--- config.mk ---
export PLATFORM = sky130hd
export DESIGN_NAME = fat_volume_layout_solver
export DESIGN_NICKNAME = d
export VERILOG_FILES = /design/src/sv/fvls_pkg.sv /design/src/sv/fvls_front.sv /design/src/sv/fvls_queue.sv /design/src/sv/fvls_back.sv /design/src/sv/fat_volume_layout_solver.sv
export SDC_FILE = /design/constraint.sdc
export NUM_CORES = 2
export LEC_CHECK = 0
export BUFFER_PORTS_ARGS = -buffer_cell sky130_fd_sc_hd__buf_4
export CAP_MARGIN = 20
export CORE_MARGIN = 2
export CORE_UTILIZATION = 30
export CTS_CLUSTER_DIAMETER = 40
export CTS_CLUSTER_SIZE = 10
export DETAILED_ROUTE_END_ITERATION = 8
export PLACE_DENSITY_LB_ADDON = 0.05
export SYNTH_ARGS = -nofsm -noshare
export SYNTH_HDL_FRONTEND = slang
export SYNTH_SLANG_ARGS = --single-unit
--- constraint.sdc ---
create_clock -name clk -period 9.9 [get_ports clk]
set_input_delay 0 -clock clk [delete_from_list [all_inputs] [get_ports clk]]
set_output_delay 0 -clock clk [all_outputs]
set_load 0.01 [all_outputs]
--- src/sv/fvls_pkg.sv ---
// ----------------------------------------------------------------------------
// fvls_pkg
// Shared types, constants and helpers of the FAT volume layout solver.
// ----------------------------------------------------------------------------
package fvls_pkg;

    localparam logic [1:0] ST_OK      = 2'd0;
    localparam logic [1:0] ST_ARGS    = 2'd1;
    localparam logic [1:0] ST_BIG     = 2'd2;
    localparam logic [1:0] ST_INVALID = 2'd3;

    localparam logic [5:0] WIDTH_12 = 6'd12;
    localparam logic [5:0] WIDTH_16 = 6'd16;
    localparam logic [5:0] WIDTH_32 = 6'd32;

    localparam logic [31:0] CLUS_FAT12_LIMIT = 32'd4085;
    localparam logic [31:0] CLUS_FAT16_LIMIT = 32'd65525;

    localparam logic [15:0] ROOT_DEFAULT      = 16'd512;
    localparam logic [15:0] RSV_FAT32_DEFAULT = 16'd32;
    localparam logic [15:0] RSV_FAT32_MIN     = 16'd6;
    localparam logic [15:0] RSV_DEFAULT       = 16'd1;
    localparam logic [7:0]  COPIES_DEFAULT    = 8'd2;
    localparam logic [7:0]  COPIES_MAX        = 8'd8;

    localparam logic [42:0] BYTES_SMALL  = 43'd67108864;
    localparam logic [42:0] BYTES_MEDIUM = 43'd268435456;
    localparam logic [42:0] BYTES_LARGE  = 43'd8589934592;

    // log2 of the cluster byte targets 512, 4096, 8192 and 32768
    localparam logic [3:0] TGT_LOG_SMALL  = 4'd9;
    localparam logic [3:0] TGT_LOG_MEDIUM = 4'd12;
    localparam logic [3:0] TGT_LOG_LARGE  = 4'd13;
    localparam logic [3:0] TGT_LOG_HUGE   = 4'd15;
    localparam logic [3:0] SECTOR_LOG_MIN = 4'd9;

    localparam logic [3:0] LAST_ROUND   = 4'd15;
    localparam logic [1:0] LAST_ATTEMPT = 2'd3;

    localparam int QUEUE_DEPTH_DEFAULT = 2;

    typedef struct packed {
        logic [1:0]  status;
        logic [1:0]  sh;
        logic [31:0] total;
        logic [3:0]  copies;
        logic [7:0]  spc;
        logic [2:0]  spc_log;
        logic [5:0]  want;
        logic [5:0]  rq_w;
        logic [15:0] rq_root;
        logic [15:0] rq_rsv;
    } job_t;

    typedef struct packed {
        logic [1:0]  status;
        logic [5:0]  width_bits;
        logic [11:0] sector_bytes;
        logic [31:0] volume_sectors;
        logic [7:0]  cluster_sectors;
        logic [15:0] reserved_count;
        logic [15:0] root_slot_count;
        logic [12:0] root_dir_size;
        logic [31:0] table_sectors;
        logic [31:0] data_start;
        logic [31:0] cluster_count;
    } res_t;

    function automatic logic [5:0] width_for(input logic [31:0] clusters);
        logic [5:0] w;
        if (clusters < CLUS_FAT12_LIMIT)
            w = WIDTH_12;
        else if (clusters < CLUS_FAT16_LIMIT)
            w = WIDTH_16;
        else
            w = WIDTH_32;
        return w;
    endfunction

    function automatic logic [34:0] table_bytes(input logic [32:0] n, input logic [5:0] bits);
        logic [34:0] t;
        if (bits == WIDTH_12)
        begin
            t = {2'b00, n} + {1'b0, n, 1'b0} + 35'd1;
            t = t >> 1;
        end
        else if (bits == WIDTH_16)
            t = {1'b0, n, 1'b0};
        else
            t = {n, 2'b00};
        return t;
    endfunction

endpackage

--- src/sv/fvls_front.sv ---
// ----------------------------------------------------------------------------
// fvls_front
// Accepts a format request, applies defaults, validates it and issues a job.
// ----------------------------------------------------------------------------
module fvls_front
    import fvls_pkg::*;
(
    input  logic        clk,
    input  logic        rst_n,
    input  logic        in_valid,
    output logic        in_ready,
    input  logic [15:0] req_sector_bytes,
    input  logic [15:0] device_block_bytes,
    input  logic [47:0] device_capacity_bytes,
    input  logic [31:0] req_volume_sectors,
    input  logic [7:0]  req_table_copies,
    input  logic [7:0]  req_cluster_sectors,
    input  logic [5:0]  req_width,
    input  logic [15:0] req_root_slots,
    input  logic [15:0] req_reserved,
    output logic        job_valid,
    input  logic        job_ready,
    output job_t        job
);

    typedef enum logic [1:0] {F_IDLE, F_DECODE, F_CLASS, F_PUSH} fstate_t;

    fstate_t     state_reg, state_next;
    logic [15:0] bps_rq_reg, bps_rq_next, bps_dev_reg, bps_dev_next;
    logic [47:0] cap_reg, cap_next;
    logic [31:0] vol_reg, vol_next;
    logic [7:0]  cop_reg, cop_next, spc_rq_reg, spc_rq_next;
    logic [5:0]  w_reg, w_next;
    logic [15:0] root_reg, root_next, rsv_reg, rsv_next;
    logic [1:0]  err_reg, err_next, sh_reg, sh_next;
    logic [31:0] total_reg, total_next;
    job_t        job_reg, job_next;

    logic [15:0] bps_sel;
    logic [1:0]  sh_c;
    logic        bps_ok;
    logic [38:0] devsec;
    logic [7:0]  copies;
    logic [42:0] vbytes;
    logic [3:0]  tgt_log, base_log;
    logic [2:0]  pick_log, spc_log;
    logic [7:0]  spc_sel;
    logic        spc_ok;
    logic        w_ok;
    logic [5:0]  want;
    logic [1:0]  st_c;

    assign in_ready  = (state_reg == F_IDLE);
    assign job_valid = (state_reg == F_PUSH);
    assign job       = job_reg;

    always_comb
    begin
        bps_sel = (bps_rq_reg != 16'd0) ? bps_rq_reg : bps_dev_reg;
        bps_ok  = 1'b1;
        case (bps_sel)
            16'd512:  sh_c = 2'd0;
            16'd1024: sh_c = 2'd1;
            16'd2048: sh_c = 2'd2;
            default:
            begin
                sh_c   = 2'd0;
                bps_ok = 1'b0;
            end
        endcase
        case (sh_c)
            2'd1:    devsec = 39'(cap_reg >> 10);
            2'd2:    devsec = 39'(cap_reg >> 11);
            default: devsec = 39'(cap_reg >> 9);
        endcase

        copies   = (cop_reg != 8'd0) ? cop_reg : COPIES_DEFAULT;
        vbytes   = {11'd0, total_reg} << (SECTOR_LOG_MIN + {2'b00, sh_reg});
        if (vbytes <= BYTES_SMALL)
            tgt_log = TGT_LOG_SMALL;
        else if (vbytes <= BYTES_MEDIUM)
            tgt_log = TGT_LOG_MEDIUM;
        else if (vbytes <= BYTES_LARGE)
            tgt_log = TGT_LOG_LARGE;
        else
            tgt_log = TGT_LOG_HUGE;
        base_log = SECTOR_LOG_MIN + {2'b00, sh_reg};
        pick_log = (tgt_log > base_log) ? 3'(tgt_log - base_log) : 3'd0;
        spc_sel  = (spc_rq_reg != 8'd0) ? spc_rq_reg : (8'd1 << pick_log);
        spc_ok   = 1'b1;
        case (spc_sel)
            8'd1:    spc_log = 3'd0;
            8'd2:    spc_log = 3'd1;
            8'd4:    spc_log = 3'd2;
            8'd8:    spc_log = 3'd3;
            8'd16:   spc_log = 3'd4;
            8'd32:   spc_log = 3'd5;
            8'd64:   spc_log = 3'd6;
            8'd128:  spc_log = 3'd7;
            default:
            begin
                spc_log = 3'd0;
                spc_ok  = 1'b0;
            end
        endcase
        w_ok = (w_reg == 6'd0) || (w_reg inside {WIDTH_12, WIDTH_16, WIDTH_32});
        want = (w_reg != 6'd0) ? w_reg : width_for(total_reg >> spc_log);

        if (err_reg != ST_OK)
            st_c = err_reg;
        else if (copies > COPIES_MAX || !spc_ok || !w_ok)
            st_c = ST_ARGS;
        else
            st_c = ST_OK;
    end

    always_comb
    begin
        state_next   = state_reg;
        bps_rq_next  = bps_rq_reg;
        bps_dev_next = bps_dev_reg;
        cap_next     = cap_reg;
        vol_next     = vol_reg;
        cop_next     = cop_reg;
        spc_rq_next  = spc_rq_reg;
        w_next       = w_reg;
        root_next    = root_reg;
        rsv_next     = rsv_reg;
        err_next     = err_reg;
        sh_next      = sh_reg;
        total_next   = total_reg;
        job_next     = job_reg;
        case (state_reg)
            F_IDLE:
            begin
                if (in_valid)
                begin
                    bps_rq_next  = req_sector_bytes;
                    bps_dev_next = device_block_bytes;
                    cap_next     = device_capacity_bytes;
                    vol_next     = req_volume_sectors;
                    cop_next     = req_table_copies;
                    spc_rq_next  = req_cluster_sectors;
                    w_next       = req_width;
                    root_next    = req_root_slots;
                    rsv_next     = req_reserved;
                    state_next   = F_DECODE;
                end
            end
            F_DECODE:
            begin
                sh_next = sh_c;
                if (!bps_ok)
                    err_next = ST_ARGS;
                else if (devsec == 39'd0)
                    err_next = ST_BIG;
                else if (vol_reg != 32'd0 && 39'(vol_reg) > devsec)
                    err_next = ST_ARGS;
                else
                    err_next = ST_OK;
                if (vol_reg != 32'd0)
                    total_next = vol_reg;
                else if (devsec > 39'h00FFFFFFFF)
                    total_next = '1;
                else
                    total_next = devsec[31:0];
                state_next = F_CLASS;
            end
            F_CLASS:
            begin
                job_next.status  = st_c;
                job_next.sh      = sh_reg;
                job_next.total   = total_reg;
                job_next.copies  = copies[3:0];
                job_next.spc     = spc_sel;
                job_next.spc_log = spc_log;
                job_next.want    = want;
                job_next.rq_w    = w_reg;
                job_next.rq_root = root_reg;
                job_next.rq_rsv  = rsv_reg;
                state_next       = F_PUSH;
            end
            F_PUSH:
            begin
                if (job_ready)
                    state_next = F_IDLE;
            end
            default: state_next = F_IDLE;
        endcase
    end

    always_ff @(posedge clk or negedge rst_n)
    begin
        if (!rst_n)
        begin
            state_reg   <= F_IDLE;
            bps_rq_reg  <= '0;
            bps_dev_reg <= '0;
            cap_reg     <= '0;
            vol_reg     <= '0;
            cop_reg     <= '0;
            spc_rq_reg  <= '0;
            w_reg       <= '0;
            root_reg    <= '0;
            rsv_reg     <= '0;
            err_reg     <= ST_OK;
            sh_reg      <= '0;
            total_reg   <= '0;
            job_reg     <= '0;
        end
        else
        begin
            state_reg   <= state_next;
            bps_rq_reg  <= bps_rq_next;
            bps_dev_reg <= bps_dev_next;
            cap_reg     <= cap_next;
            vol_reg     <= vol_next;
            cop_reg     <= cop_next;
            spc_rq_reg  <= spc_rq_next;
            w_reg       <= w_next;
            root_reg    <= root_next;
            rsv_reg     <= rsv_next;
            err_reg     <= err_next;
            sh_reg      <= sh_next;
            total_reg   <= total_next;
            job_reg     <= job_next;
        end
    end

endmodule

--- src/sv/fvls_queue.sv ---
// ----------------------------------------------------------------------------
// fvls_queue
// Short job queue between the front and the back.
// ----------------------------------------------------------------------------
module fvls_queue
    import fvls_pkg::*;
#(
    parameter int DEPTH = QUEUE_DEPTH_DEFAULT
)
(
    input  logic clk,
    input  logic rst_n,
    input  logic push_valid,
    output logic push_ready,
    input  job_t push_job,
    output logic pop_valid,
    input  logic pop_ready,
    output job_t pop_job
);

    localparam int PW = (DEPTH > 1) ? $clog2(DEPTH) : 1;
    localparam int CW = $clog2(DEPTH + 1);

    job_t          slot_reg [DEPTH];
    logic [PW-1:0] wr_reg, rd_reg;
    logic [CW-1:0] cnt_reg;
    logic          do_push, do_pop;

    assign push_ready = (cnt_reg != CW'(DEPTH));
    assign pop_valid  = (cnt_reg != '0);
    assign pop_job    = slot_reg[rd_reg];
    assign do_push    = push_valid && push_ready;
    assign do_pop     = pop_valid && pop_ready;

    always_ff @(posedge clk or negedge rst_n)
    begin
        if (!rst_n)
        begin
            wr_reg  <= '0;
            rd_reg  <= '0;
            cnt_reg <= '0;
        end
        else
        begin
            if (do_push)
                wr_reg <= (wr_reg == PW'(DEPTH - 1)) ? '0 : wr_reg + 1'b1;
            if (do_pop)
                rd_reg <= (rd_reg == PW'(DEPTH - 1)) ? '0 : rd_reg + 1'b1;
            if (do_push && !do_pop)
                cnt_reg <= cnt_reg + 1'b1;
            else if (do_pop && !do_push)
                cnt_reg <= cnt_reg - 1'b1;
        end
    end

    always_ff @(posedge clk)
    begin
        if (do_push)
            slot_reg[wr_reg] <= push_job;
    end

endmodule

--- src/sv/fvls_back.sv ---
// ----------------------------------------------------------------------------
// fvls_back
// Solves the FAT size fixed point per width attempt and holds the result.
// ----------------------------------------------------------------------------
module fvls_back
    import fvls_pkg::*;
(
    input  logic clk,
    input  logic rst_n,
    input  logic job_valid,
    output logic job_ready,
    input  job_t job,
    output logic out_valid,
    input  logic out_ready,
    output res_t result
);

    typedef enum logic [3:0] {
        B_IDLE, B_ATTEMPT, B_OVER, B_CLUS, B_TB, B_TEST, B_MCLUS, B_MTB, B_MCHK, B_DONE
    } bstate_t;

    bstate_t     state_reg, state_next;
    job_t        job_reg, job_next;
    logic [5:0]  want_reg, want_next;
    logic [1:0]  att_reg, att_next;
    logic [3:0]  round_reg, round_next;
    logic [31:0] spf_reg, spf_next;
    logic [15:0] roots_reg, roots_next, rsv_reg, rsv_next;
    logic [12:0] rds_reg, rds_next;
    logic [35:0] over_reg, over_next;
    logic [31:0] clus_reg, clus_next, mclus_reg, mclus_next;
    logic [34:0] tb_reg, tb_next;
    logic [1:0]  st_reg, st_next;
    logic        ov_reg, ov_next;
    res_t        res_reg, res_next;

    logic [3:0]  sec_log;
    logic [11:0] bps;
    logic [15:0] roots_c, rsv_c, rmask;
    logic [16:0] rsum;
    logic [26:0] need;
    logic [43:0] fat_bytes;
    logic [5:0]  sel;

    assign job_ready = (state_reg == B_IDLE);
    assign out_valid = ov_reg;
    assign result    = res_reg;

    always_comb
    begin
        sec_log   = SECTOR_LOG_MIN + {2'b00, job_reg.sh};
        bps       = 12'd512 << job_reg.sh;
        roots_c   = (job_reg.rq_root != 16'd0) ? job_reg.rq_root : ROOT_DEFAULT;
        rmask     = (16'd16 << job_reg.sh) - 16'd1;
        rsum      = 17'(roots_c) + 17'(rmask);
        need      = 27'((36'(tb_reg) + 36'(bps) - 36'd1) >> sec_log);
        fat_bytes = 44'(spf_reg) << sec_log;
        sel       = width_for(clus_reg);
        if (want_reg == WIDTH_32)
            rsv_c = (job_reg.rq_rsv != 16'd0) ? job_reg.rq_rsv : RSV_FAT32_DEFAULT;
        else
            rsv_c = (job_reg.rq_rsv != 16'd0) ? job_reg.rq_rsv : RSV_DEFAULT;
    end

    always_comb
    begin
        state_next = state_reg;
        job_next   = job_reg;
        want_next  = want_reg;
        att_next   = att_reg;
        round_next = round_reg;
        spf_next   = spf_reg;
        roots_next = roots_reg;
        rsv_next   = rsv_reg;
        rds_next   = rds_reg;
        over_next  = over_reg;
        clus_next  = clus_reg;
        mclus_next = mclus_reg;
        tb_next    = tb_reg;
        st_next    = st_reg;
        ov_next    = ov_reg;
        res_next   = res_reg;
        if (ov_reg && out_ready)
            ov_next = 1'b0;
        case (state_reg)
            B_IDLE:
            begin
                if (job_valid)
                begin
                    job_next  = job;
                    want_next = job.want;
                    att_next  = '0;
                    st_next   = job.status;
                    state_next = (job.status != ST_OK) ? B_DONE : B_ATTEMPT;
                end
            end
            B_ATTEMPT:
            begin
                rsv_next   = rsv_c;
                spf_next   = 32'd1;
                round_next = '0;
                if (want_reg == WIDTH_32)
                begin
                    roots_next = '0;
                    rds_next   = '0;
                    if (job_reg.rq_root != 16'd0 || rsv_c <= RSV_FAT32_MIN)
                    begin
                        st_next    = ST_ARGS;
                        state_next = B_DONE;
                    end
                    else
                        state_next = B_OVER;
                end
                else
                begin
                    roots_next = roots_c;
                    rds_next   = 13'(rsum >> (job_reg.sh + 2'd0 + 4'd4));
                    if ((roots_c & rmask) != 16'd0)
                    begin
                        st_next    = ST_ARGS;
                        state_next = B_DONE;
                    end
                    else
                        state_next = B_OVER;
                end
            end
            B_OVER:
            begin
                over_next  = 36'(rsv_reg) + 36'(job_reg.copies) * 36'(spf_reg) + 36'(rds_reg);
                state_next = B_CLUS;
            end
            B_CLUS:
            begin
                if (over_reg >= 36'(job_reg.total))
                begin
                    st_next    = ST_BIG;
                    state_next = B_DONE;
                end
                else
                begin
                    clus_next  = (job_reg.total - over_reg[31:0]) >> job_reg.spc_log;
                    state_next = B_TB;
                end
            end
            B_TB:
            begin
                tb_next    = table_bytes(33'(clus_reg) + 33'd2, want_reg);
                state_next = B_TEST;
            end
            B_TEST:
            begin
                if (32'(need) <= spf_reg)
                begin
                    if (sel == want_reg)
                        state_next = B_MCLUS;
                    else if (job_reg.rq_w != 6'd0)
                    begin
                        st_next    = ST_ARGS;
                        state_next = B_DONE;
                    end
                    else if (att_reg == LAST_ATTEMPT)
                    begin
                        st_next    = ST_INVALID;
                        state_next = B_DONE;
                    end
                    else
                    begin
                        want_next  = sel;
                        att_next   = att_reg + 2'd1;
                        state_next = B_ATTEMPT;
                    end
                end
                else if (round_reg == LAST_ROUND)
                begin
                    st_next    = ST_INVALID;
                    state_next = B_DONE;
                end
                else
                begin
                    spf_next   = 32'(need);
                    round_next = round_reg + 4'd1;
                    state_next = B_OVER;
                end
            end
            B_MCLUS:
            begin
                mclus_next = (job_reg.total - over_reg[31:0]) >> job_reg.spc_log;
                state_next = B_MTB;
            end
            B_MTB:
            begin
                tb_next    = table_bytes(33'(mclus_reg) + 33'd2, want_reg);
                state_next = B_MCHK;
            end
            B_MCHK:
            begin
                if (mclus_reg != clus_reg)
                    st_next = ST_INVALID;
                else if (width_for(mclus_reg) != want_reg)
                    st_next = ST_ARGS;
                else if (fat_bytes < 44'(tb_reg))
                    st_next = ST_INVALID;
                else
                    st_next = ST_OK;
                state_next = B_DONE;
            end
            B_DONE:
            begin
                if (!ov_reg || out_ready)
                begin
                    res_next = '0;
                    res_next.status = st_reg;
                    if (st_reg == ST_OK)
                    begin
                        res_next.width_bits      = want_reg;
                        res_next.sector_bytes    = bps;
                        res_next.volume_sectors  = job_reg.total;
                        res_next.cluster_sectors = job_reg.spc;
                        res_next.reserved_count  = rsv_reg;
                        res_next.root_slot_count = roots_reg;
                        res_next.root_dir_size   = rds_reg;
                        res_next.table_sectors   = spf_reg;
                        res_next.data_start      = over_reg[31:0];
                        res_next.cluster_count   = clus_reg;
                    end
                    ov_next    = 1'b1;
                    state_next = B_IDLE;
                end
            end
            default: state_next = B_IDLE;
        endcase
    end

    always_ff @(posedge clk or negedge rst_n)
    begin
        if (!rst_n)
        begin
            state_reg <= B_IDLE;
            job_reg   <= '0;
            want_reg  <= '0;
            att_reg   <= '0;
            round_reg <= '0;
            spf_reg   <= '0;
            roots_reg <= '0;
            rsv_reg   <= '0;
            rds_reg   <= '0;
            over_reg  <= '0;
            clus_reg  <= '0;
            mclus_reg <= '0;
            tb_reg    <= '0;
            st_reg    <= ST_OK;
            ov_reg    <= 1'b0;
            res_reg   <= '0;
        end
        else
        begin
            state_reg <= state_next;
            job_reg   <= job_next;
            want_reg  <= want_next;
            att_reg   <= att_next;
            round_reg <= round_next;
            spf_reg   <= spf_next;
            roots_reg <= roots_next;
            rsv_reg   <= rsv_next;
            rds_reg   <= rds_next;
            over_reg  <= over_next;
            clus_reg  <= clus_next;
            mclus_reg <= mclus_next;
            tb_reg    <= tb_next;
            st_reg    <= st_next;
            ov_reg    <= ov_next;
            res_reg   <= res_next;
        end
    end

endmodule

--- src/sv/fat_volume_layout_solver.sv ---
// A request rejected up front goes straight to the result; otherwise the
// solver runs fixed-point rounds within each width attempt.
// Throughput: one request at a time in the solver; the front validates the
// next request and queues it meanwhile. The solver's round loop sets the rate.
// Reset: rst_n clears the queue, both sequencers and the result valid flag.
// ----------------------------------------------------------------------------
// fat_volume_layout_solver
// Top level: request front, job queue and layout solver back.
// ----------------------------------------------------------------------------
module fat_volume_layout_solver
    import fvls_pkg::*;
#(
    parameter int QUEUE_DEPTH = QUEUE_DEPTH_DEFAULT
)
(
    input  logic        clk,
    input  logic        rst_n,
    input  logic        in_valid,
    output logic        in_ready,
    input  logic [15:0] req_sector_bytes,
    input  logic [15:0] device_block_bytes,
    input  logic [47:0] device_capacity_bytes,
    input  logic [31:0] req_volume_sectors,
    input  logic [7:0]  req_table_copies,
    input  logic [7:0]  req_cluster_sectors,
    input  logic [5:0]  req_width,
    input  logic [15:0] req_root_slots,
    input  logic [15:0] req_reserved,
    output logic        out_valid,
    input  logic        out_ready,
    output logic [1:0]  status,
    output logic [5:0]  width_bits,
    output logic [11:0] sector_bytes,
    output logic [31:0] volume_sectors,
    output logic [7:0]  cluster_sectors,
    output logic [15:0] reserved_count,
    output logic [15:0] root_slot_count,
    output logic [12:0] root_dir_size,
    output logic [31:0] table_sectors,
    output logic [31:0] data_start,
    output logic [31:0] cluster_count
);

    logic fq_valid, fq_ready, qb_valid, qb_ready;
    job_t fq_job, qb_job;
    res_t res;

    fvls_front u_front (
        .clk                   (clk),
        .rst_n                 (rst_n),
        .in_valid              (in_valid),
        .in_ready              (in_ready),
        .req_sector_bytes      (req_sector_bytes),
        .device_block_bytes    (device_block_bytes),
        .device_capacity_bytes (device_capacity_bytes),
        .req_volume_sectors    (req_volume_sectors),
        .req_table_copies      (req_table_copies),
        .req_cluster_sectors   (req_cluster_sectors),
        .req_width             (req_width),
        .req_root_slots        (req_root_slots),
        .req_reserved          (req_reserved),
        .job_valid             (fq_valid),
        .job_ready             (fq_ready),
        .job                   (fq_job)
    );

    fvls_queue #(
        .DEPTH (QUEUE_DEPTH)
    ) u_queue (
        .clk        (clk),
        .rst_n      (rst_n),
        .push_valid (fq_valid),
        .push_ready (fq_ready),
        .push_job   (fq_job),
        .pop_valid  (qb_valid),
        .pop_ready  (qb_ready),
        .pop_job    (qb_job)
    );

    fvls_back u_back (
        .clk       (clk),
        .rst_n     (rst_n),
        .job_valid (qb_valid),
        .job_ready (qb_ready),
        .job       (qb_job),
        .out_valid (out_valid),
        .out_ready (out_ready),
        .result    (res)
    );

    assign status          = res.status;
    assign width_bits      = res.width_bits;
    assign sector_bytes    = res.sector_bytes;
    assign volume_sectors  = res.volume_sectors;
    assign cluster_sectors = res.cluster_sectors;
    assign reserved_count  = res.reserved_count;
    assign root_slot_count = res.root_slot_count;
    assign root_dir_size   = res.root_dir_size;
    assign table_sectors   = res.table_sectors;
    assign data_start      = res.data_start;
    assign cluster_count   = res.cluster_count;

    a_err_clear: assert property (@(posedge clk) disable iff (!rst_n)
        out_valid && status != ST_OK |-> width_bits == 6'd0 && cluster_count == 32'd0
        && table_sectors == 32'd0)
        else $error("error result carries layout");

    a_ok_width: assert property (@(posedge clk) disable iff (!rst_n)
        out_valid && status == ST_OK |->
        (width_bits == WIDTH_12 || width_bits == WIDTH_16 || width_bits == WIDTH_32))
        else $error("bad width in result");

    a_ok_spc: assert property (@(posedge clk) disable iff (!rst_n)
        out_valid && status == ST_OK |-> $onehot(cluster_sectors))
        else $error("cluster size not a power of two");

    a_ok_data: assert property (@(posedge clk) disable iff (!rst_n)
        out_valid && status == ST_OK |-> data_start < volume_sectors)
        else $error("data area beyond volume");

endmodule

Yosys cells after proc, flatten, opt, wreduce, memory -nomap -nowiden
Memories as Yosys holds them, arrays and structs flattened.
Cells that the tools add are included.
{"block": "totals", "reg_bits": 822, "ram_bits": 190, "in_bits": 170, "out_inout_bits": 203, "word_cells": 312, "n_memories": 1}
{"name": "u_queue.slot_reg", "words": 2, "word_bits": 95, "rd": 1, "rd_clocked_by_memory_dff": 0, "wr": 1, "line": "fvls_queue.sv:24", "rtl": "job_t slot_reg [DEPTH];"}
{"block": "classes", "addsub": 23, "multipliers": 1, "n_lt_le_gt_ge": 17, "n_eq_ne": 53, "shift": 9, "muxes": 97, "bitwise": 2, "reduce_logical": 50}
{"operator": "$mux W199", "n": 1}
{"operator": "$mux W35", "n": 4}
{"operator": "$mux W32", "n": 4}
{"operator": "$lt A32 B12 Y1 const B", "n": 3}
{"operator": "$lt A32 B16 Y1 const B", "n": 3}
{"operator": "$mux W16", "n": 6}
{"operator": "$mux W6", "n": 14}
{"operator": "$pmux W39 S2", "n": 1}
{"operator": "$add A33 B34 Y35", "n": 2}
{"operator": "$add A35 B1 Y35 const B", "n": 2}
{"operator": "$pmux W35 S2", "n": 1}
{"operator": "$add A32 B2 Y33 const B", "n": 2}
{"operator": "$mux W4", "n": 16}
{"operator": "$pmux W32 S2", "n": 1}
{"operator": "$reduce_bool A16 Y1", "n": 4}
{"operator": "$shr A32 B3 Y32", "n": 2}
{"operator": "$mux W2", "n": 26}
{"operator": "$lt A44 B35 Y1", "n": 1}
{"operator": "$shl A32 B4 Y44", "n": 1}
{"operator": "$le A43 B27 Y1 const B", "n": 1}
{"operator": "$le A43 B29 Y1 const B", "n": 1}
{"operator": "$le A43 B34 Y1 const B", "n": 1}
{"operator": "$shl A32 B4 Y43", "n": 1}
{"operator": "$pmux W4 S10", "n": 1}
{"operator": "86 further kinds", "n": 153}

Longest topological paths before layout
{"block": "depth", "depth_word": 18, "depth_mapped": 34, "mapped_depth_nobuf": 29}

Cells and area by module
From an unflattened synthesis, not the netlist that was laid out.
{"block": "hier_totals", "hier_cells": 6443, "hier_area_um2": 62054.5}
{"mod": "fvls_back", "instances": 1, "cells_per_inst": 4810, "area_per_inst_um2": 39984.6}
{"mod": "fvls_front", "instances": 1, "cells_per_inst": 1319, "area_per_inst_um2": 14819.2}
{"mod": "fvls_queue", "instances": 1, "cells_per_inst": 314, "area_per_inst_um2": 7250.7}

Least setup slack after synthesis
Ideal clock, no wire load.
{"block": "synth_path", "kind": "register -> register", "start": "register u_back.job_reg[91] (netlist bit)", "end": "register u_back.want_reg[2]", "setup_ps": 125, "t_arrival_ps": 7883, "required_ps": 9775, "setup_slack_ps": 1892, "stages_incl_launch_ff": 31, "path_buffers": 4, "synth_period_minus_slack_ps": 8008, "path_cell_list": "dfrtp_1 -> inv_1 -> buf_1 -> clkbuf_1 -> buf_1 -> buf_1 -> ha_1 -> inv_1 -> ha_1 -> inv_1 -> ha_1 -> and2_1 -> and2_1 -> a221o_1 -> o211ai_1 -> nand2_1 -> o41ai_1 -> xnor2_1 -> mux4_2 -> mux2_2 -> ha_1 -> a21o_1 -> a21o_1 -> a211oi_1 -> o21ai_0 -> a31oi_1 -> a2bb2oi_1 -> nand2_1 -> nor4b_1 -> a21oi_1 -> mux2_2"}
{"block": "synth_between", "elab_chain_cells": 7, "elab_cells_between_ends": 8, "cone_classes": "3 x add/sub; 1 x order compare; 1 x eq/ne; 2 x shift; 1 x reduce/logical"}
{"item": "from (decl)", "line": "fvls_back.sv:23", "rtl": "job_t job_reg, job_next;"}
{"item": "from (signal assigned)", "line": "fvls_back.sv:258", "rtl": "job_reg <= job_next;"}
{"item": "$shl A10 B2 Y12", "line": "fvls_back.sv:52", "rtl": "bps = 12'd512 << job_reg.sh;"}
{"item": "$add A35 B12 Y36", "line": "fvls_back.sv:56", "rtl": "need = 27'((36'(tb_reg) + 36'(bps) - 36'd1) >> sec_log);"}
{"item": "$sub A36 B1 Y36", "line": "fvls_back.sv:56"}
{"item": "$shr A36 B4 Y27 (*)", "line": "fvls_back.sv:56"}
{"item": "$le A27 B32 Y1 (*)", "line": "fvls_back.sv:152", "rtl": "if (32'(need) <= spf_reg)"}
{"item": "$ne A2 B1 Y1 (no line) (*)"}
{"item": "$reduce_and A6 Y1 (no line) (*)"}
{"item": "to (signal assigned)", "line": "fvls_back.sv:259", "rtl": "want_reg <= want_next;"}
{"item": "to (decl)", "line": "fvls_back.sv:24", "rtl": "logic [5:0] want_reg, want_next;"}
Every way passes the cells marked *; elsewhere a longest branch is shown, timed or not.
A chain may end at the register's enable or synchronous reset.

Worst setup path after layout
{"block": "layout_path", "start": "register u_front.sh_reg[0]", "end": "register u_front.job_reg, in the netlist u_front.job[42]"}
{"block": "layout_between", "elab_chain_cells": 17, "elab_cells_between_ends": 27, "cone_classes": "2 x add/sub; 6 x order compare; 7 x eq/ne; 3 x shift; 9 x mux"}
{"item": "from (decl)", "line": "fvls_front.sv:35", "rtl": "logic [1:0] err_reg, err_next, sh_reg, sh_next;"}
{"item": "from (signal assigned)", "line": "fvls_front.sv:224", "rtl": "sh_reg <= sh_next;"}
{"item": "$add A4 B2 Y4 (*)", "line": "fvls_front.sv:78, fvls_front.sv:87"}
{"item": "$shl A32 B4 Y43", "line": "fvls_front.sv:78", "rtl": "vbytes = {11'd0, total_reg} << (SECTOR_LOG_MIN + {2'b00, sh_reg});"}
{"item": "$le A43 B34 Y1", "line": "fvls_front.sv:83", "rtl": "else if (vbytes <= BYTES_LARGE)"}
{"item": "$mux W2", "line": "fvls_front.sv:83"}
{"item": "$mux W4", "line": "fvls_front.sv:81", "rtl": "else if (vbytes <= BYTES_MEDIUM)"}
{"item": "$mux W4", "line": "fvls_front.sv:79", "rtl": "if (vbytes <= BYTES_SMALL)"}
{"item": "$gt A4 B4 Y1 or $sub A3 B3 Y3 (tied branches)", "line": "fvls_front.sv:88", "rtl": "pick_log = (tgt_log > base_log) ? 3'(tgt_log - base_log) : 3'd0;"}
{"item": "$mux W3 (*)", "line": "fvls_front.sv:88"}
{"item": "$shl A1 B3 Y8 (*)", "line": "fvls_front.sv:89", "rtl": "spc_sel = (spc_rq_reg != 8'd0) ? spc_rq_reg : (8'd1 << pick_log);"}
{"item": "$mux W8 (*)", "line": "fvls_front.sv:89"}
{"item": "$eq A8 B8 Y1, or another cell as far along", "line": "fvls_front.sv:91", "rtl": "case (spc_sel)"}
{"item": "$pmux W3 S7 (*)", "line": "fvls_front.sv:91"}
{"item": "$shr A32 B3 Y32 (*)", "line": "fvls_front.sv:107", "rtl": "want = (w_reg != 6'd0) ? w_reg : width_for(total_reg >> spc_log);"}
{"item": "$lt A32 B16 Y1", "line": "fvls_pkg.sv:73", "rtl": "else if (clusters < CLUS_FAT16_LIMIT)"}
{"item": "$mux W6", "line": "fvls_pkg.sv:73"}
{"item": "$mux W6 (*)", "line": "fvls_pkg.sv:71", "rtl": "if (clusters < CLUS_FAT12_LIMIT)"}
{"item": "$mux W6 (*)", "line": "fvls_front.sv:107"}
{"item": "to (signal assigned)", "line": "fvls_front.sv:226", "rtl": "job_reg <= job_next;"}
{"item": "to (decl)", "line": "fvls_front.sv:37", "rtl": "job_t job_reg, job_next;"}
Marks and branches as above.

==> summary.md <==
| Metric | Value |
|---|---|
| CTS tree | yes |
| PwrDens | 354 nW/um^2 |
| Crit path capture type | register |
| Clock-pin slew on the worst setup and hold paths | 0.05 ns |
| Total CTS buffers | 201 |
| Setup TNS | 0 ns |
| CORE AREA | 203000 um^2 |
| Distinct cells, synth | 103 |
| Placed Cells | 9199 |
| Total power | 27.3 mW |
| Largest family of logic cells by synthesized area | compound AO/OA/AOI/OAI gates |
| Clock Power Share | 26.1% |
| Post-route ant nets | 0 |
| Slowest CP cell | a21oi_2 |
| GR Util All Layers | 20.4% |
| Share of layout cells above drive strength 1 | 16.0% |
| Die ar. | 208000 um^2 |
| Synth Area in Simple Gates | 14.5% |
| Maximum net fanout on the critical path | 34 |
| Vias in the first global route | 51300 |
| Required @ worst endpoint | 10.58 ns |
| Syn. warnings | 0 |
| Leak | 33.8 nW |
| VDD IR max | 0.187 mV |
| Max reg flops | 190 |
| Horiz. Die Dim | 456 um |
| Hold Vio Cnt, Final | 0 |
| Commonest non-fill, non-tap cell in the layout | nand2_1 |
| Min-delay worst type | in2reg |
| Switching share of power | 42.9% |
| Fin crit period | 8.64 ns |
| Most frequent CP cell | a21oi_1 |
| Post-CTS Setup Repair Bufs | 0 |
| R2R cell count | 27 |
| WL per Instance | 21.6 um |
| Sequential power share | 26.8% |
| Crit path depth | 27 |
| Drt drc | 0 |
| XOR/XNOR Fraction of Synth Area | 3.17% |
| Max_slew headroom | 28.5% |
| Mux contribution to synthesized area | 9.35% |
| Layout Nets | 7673 |
| Critical path class | reg2reg |
| RePlAce Congestion | 0.851 |
| Final slew viol count | 0 |
| Largest net degree at the start of global routing | 146 |
| Slew @ Worst Pin | 1.07 ns |
| EDFF count, synth | 190 |
| Grt ovf | 0 |
| Switching power | 11.7 mW |
| Main synth FF type | dfrtp_1 |
| Top delay family on crit path | compound AO/OA/AOI/OAI gates |
| Clk_lat worst skew | 0.84 ns |
| Clock root buffer | clkbuf_16 |
| Logic pwr share | 47.1% |
| DP Wirelength | 160000 um |
| Yosys reg bits | 980 |
| Pre-Repair DR Iteration Count | 5 |
| Max frequency | 0.116 GHz |
| H-tree levels | 4 |
| Arrival time worst endpoint | 9.32 ns |
| Buf/Inv on CP | 4 |
| Outcome | completed |
| Routed Wire Length | 215000 um |
| Rows | 165 |
| Filler cells | 20500 |
| Mapped Cells | 6521 |
| Period utilization | 87.3% |
| I/O Buffers | 349 |
| Final instance count without filler cells | 9930 |
| P_int | 15.6 mW |
| RSZ-0062 raised after global routing | no |
| Starting utilization of the core area | 30.2% |
| Max clock buf depth | 3 |
| Post-synthesis sequential area ratio | 41.5% |
| Vias | 50300 |
| Final setup fails | 0 |
| First-pass GRT wire length | 329000 um |
| Post-synthesis adder-cell area fraction | 9.76% |
| 1st-iter DRT viols | 2976 |
| P&R area growth vs syn | 25.7% |
| Max incr delay on CP | 0.86 ns |
| Synthesized area per cell | 9.40 um^2 |
| IO Pins | 373 |
| Die Height | 456 um |
| Skew final | 0.0625 ns |
| Synth Area in Compound Gates | 16.6% |
| Max Cap Violations | 0 |
| Hold path cells | 3 |
| CP Launch Type | register |
| Sink Count | 980 |
| Antenna violations before repair | 8 |
| Vias per inst | 5.07 |
| Share of flip-flops with an asynchronous set or reset | 80.6% |
| Synthesized cell area | 61300 um^2 |
| Commonest non-fill, non-tap cells in the layout | nand2_1, dfrtp_1, o21ai_0, buf_4, ha_1 |
## power groups by stage
stage	Sequential, mW	Clock [mW]	Combinational, mW
floorplan	6.48	0	9.18
global placement	7.39	0	12.7
detailed placement	7.42	0	12.7
CTS	7.36	7.29	13.0
global route	7.51	7.49	14.4
finish	7.30	7.12	12.9
## final timing paths
check,from,end,slack [ns]
worst max-delay path,u_front.sh_reg[0]$_DFFE_PN0N_,u_front.job[42]$_DFFE_PN0P_,1.26
worst min-delay path,out_ready,u_back.out_valid$_DFF_PN0_,0.20
worst max register to register,u_front.sh_reg[0]$_DFFE_PN0N_,u_front.job[42]$_DFFE_PN0P_,1.26
worst min register to register,u_front.job[17]$_DFFE_PN0P_,u_queue.slot_reg[1][17]$_DFFE_PP_,0.45
max in group asynchronous,rst_n,u_back.clus_reg[15]$_DFFE_PN0P_,7.88
min in group asynchronous,rst_n,u_front.cap_reg[26]$_DFFE_PN0P_,0.37
## cell usage after synthesis, drive strengths merged (28+ instances only)
cell type	instances	area, um^2
o21a	45	338
xnor2	153	1340
nor4	54	368
and3	43	270
nor2	269	1010
buf	65	373
a22oi	42	315
edfxtp	190	5710
and2	59	369
o31ai	29	218
inv	343	1290
o21ai	661	3310
or3	31	195
nand2	1007	3780
nand2b	47	294
a31oi	60	382
a221oi	28	251
xor2	69	604
a21oi	300	1510
a21o	117	880
nand3	152	761
ha	347	4340
mux2i	217	2170
dfrtp	790	19800
nand4	69	432
a211oi	54	418
o211ai	59	443
clkbuf	369	1400
nor2b	39	244
nor3	101	510
mux2	278	3130
fa	82	1640
## layout make-up
cell class                 count  area (um^2)  area share, %
antenna                       10         25.0         0.0325
clock buffer                 239         5460           7.08
clock inverter               138         1790           2.32
inverter                     347         1300           1.69
multi-input combinational   4777        33000           42.8
sequential                   980        25500           33.1
tap                         2672         3340           4.34
timing repair buffer         767         6730           8.73
## cells by family (layout without fill, tap and decap cells)
kind of cell,count (synthesis),after routing
other cells,1,28
buf+inv,781,1491
compound gates,1640,1640
flops,980,980
mux,514,514
fa+ha+maj,429,429
simple gates,1954,1954
xor+xnor,222,222
## per-layer routing
| layer | up-vias | part of all wire [%] | track usage, % |
|---|---|---|---|
| met1 | 24800 | 44 | 26.0 |
| met4 | 0 | 2.9 | 6.14 |
| li1 | 24400 | - | - |
| met2 | 833 | 50 | 35.9 |
| met3 | 263 | 3.1 | 2.69 |
| met5 | - | 0 | 0 |
## worst register-to-register path, delay by kind of cell (launching register included)
kind | cells | cell delay [ns]
compound gates | 12 | 3.37
xor+xnor | 1 | 0.29
fa+ha+maj | 3 | 0.93
buf+inv | 4 | 1.05
flops | 1 | 0.34
mux | 1 | 0.26
simple gates | 6 | 2.28
## metrics by stage
step                      instance area [um^2]  setup slack, ns  hold slack (ns)  util, %
after global placement                   66300             1.29           0.0336     32.7
final                                    77100             1.26            0.203     38.0
after floorplan                          61400             1.89           -0.296        -
after global routing                     77100            0.595            0.187     38.0
after CTS                                77000             1.36            0.215     38.0
after detailed placement                 66300             1.37           0.0415     32.7
## what timing repair did
item,CTS,global route
endpoints found under the hold margin,645,0
gates resized for setup,0,0
hold buffers,343,0
(Power assumes the default switching activity.)
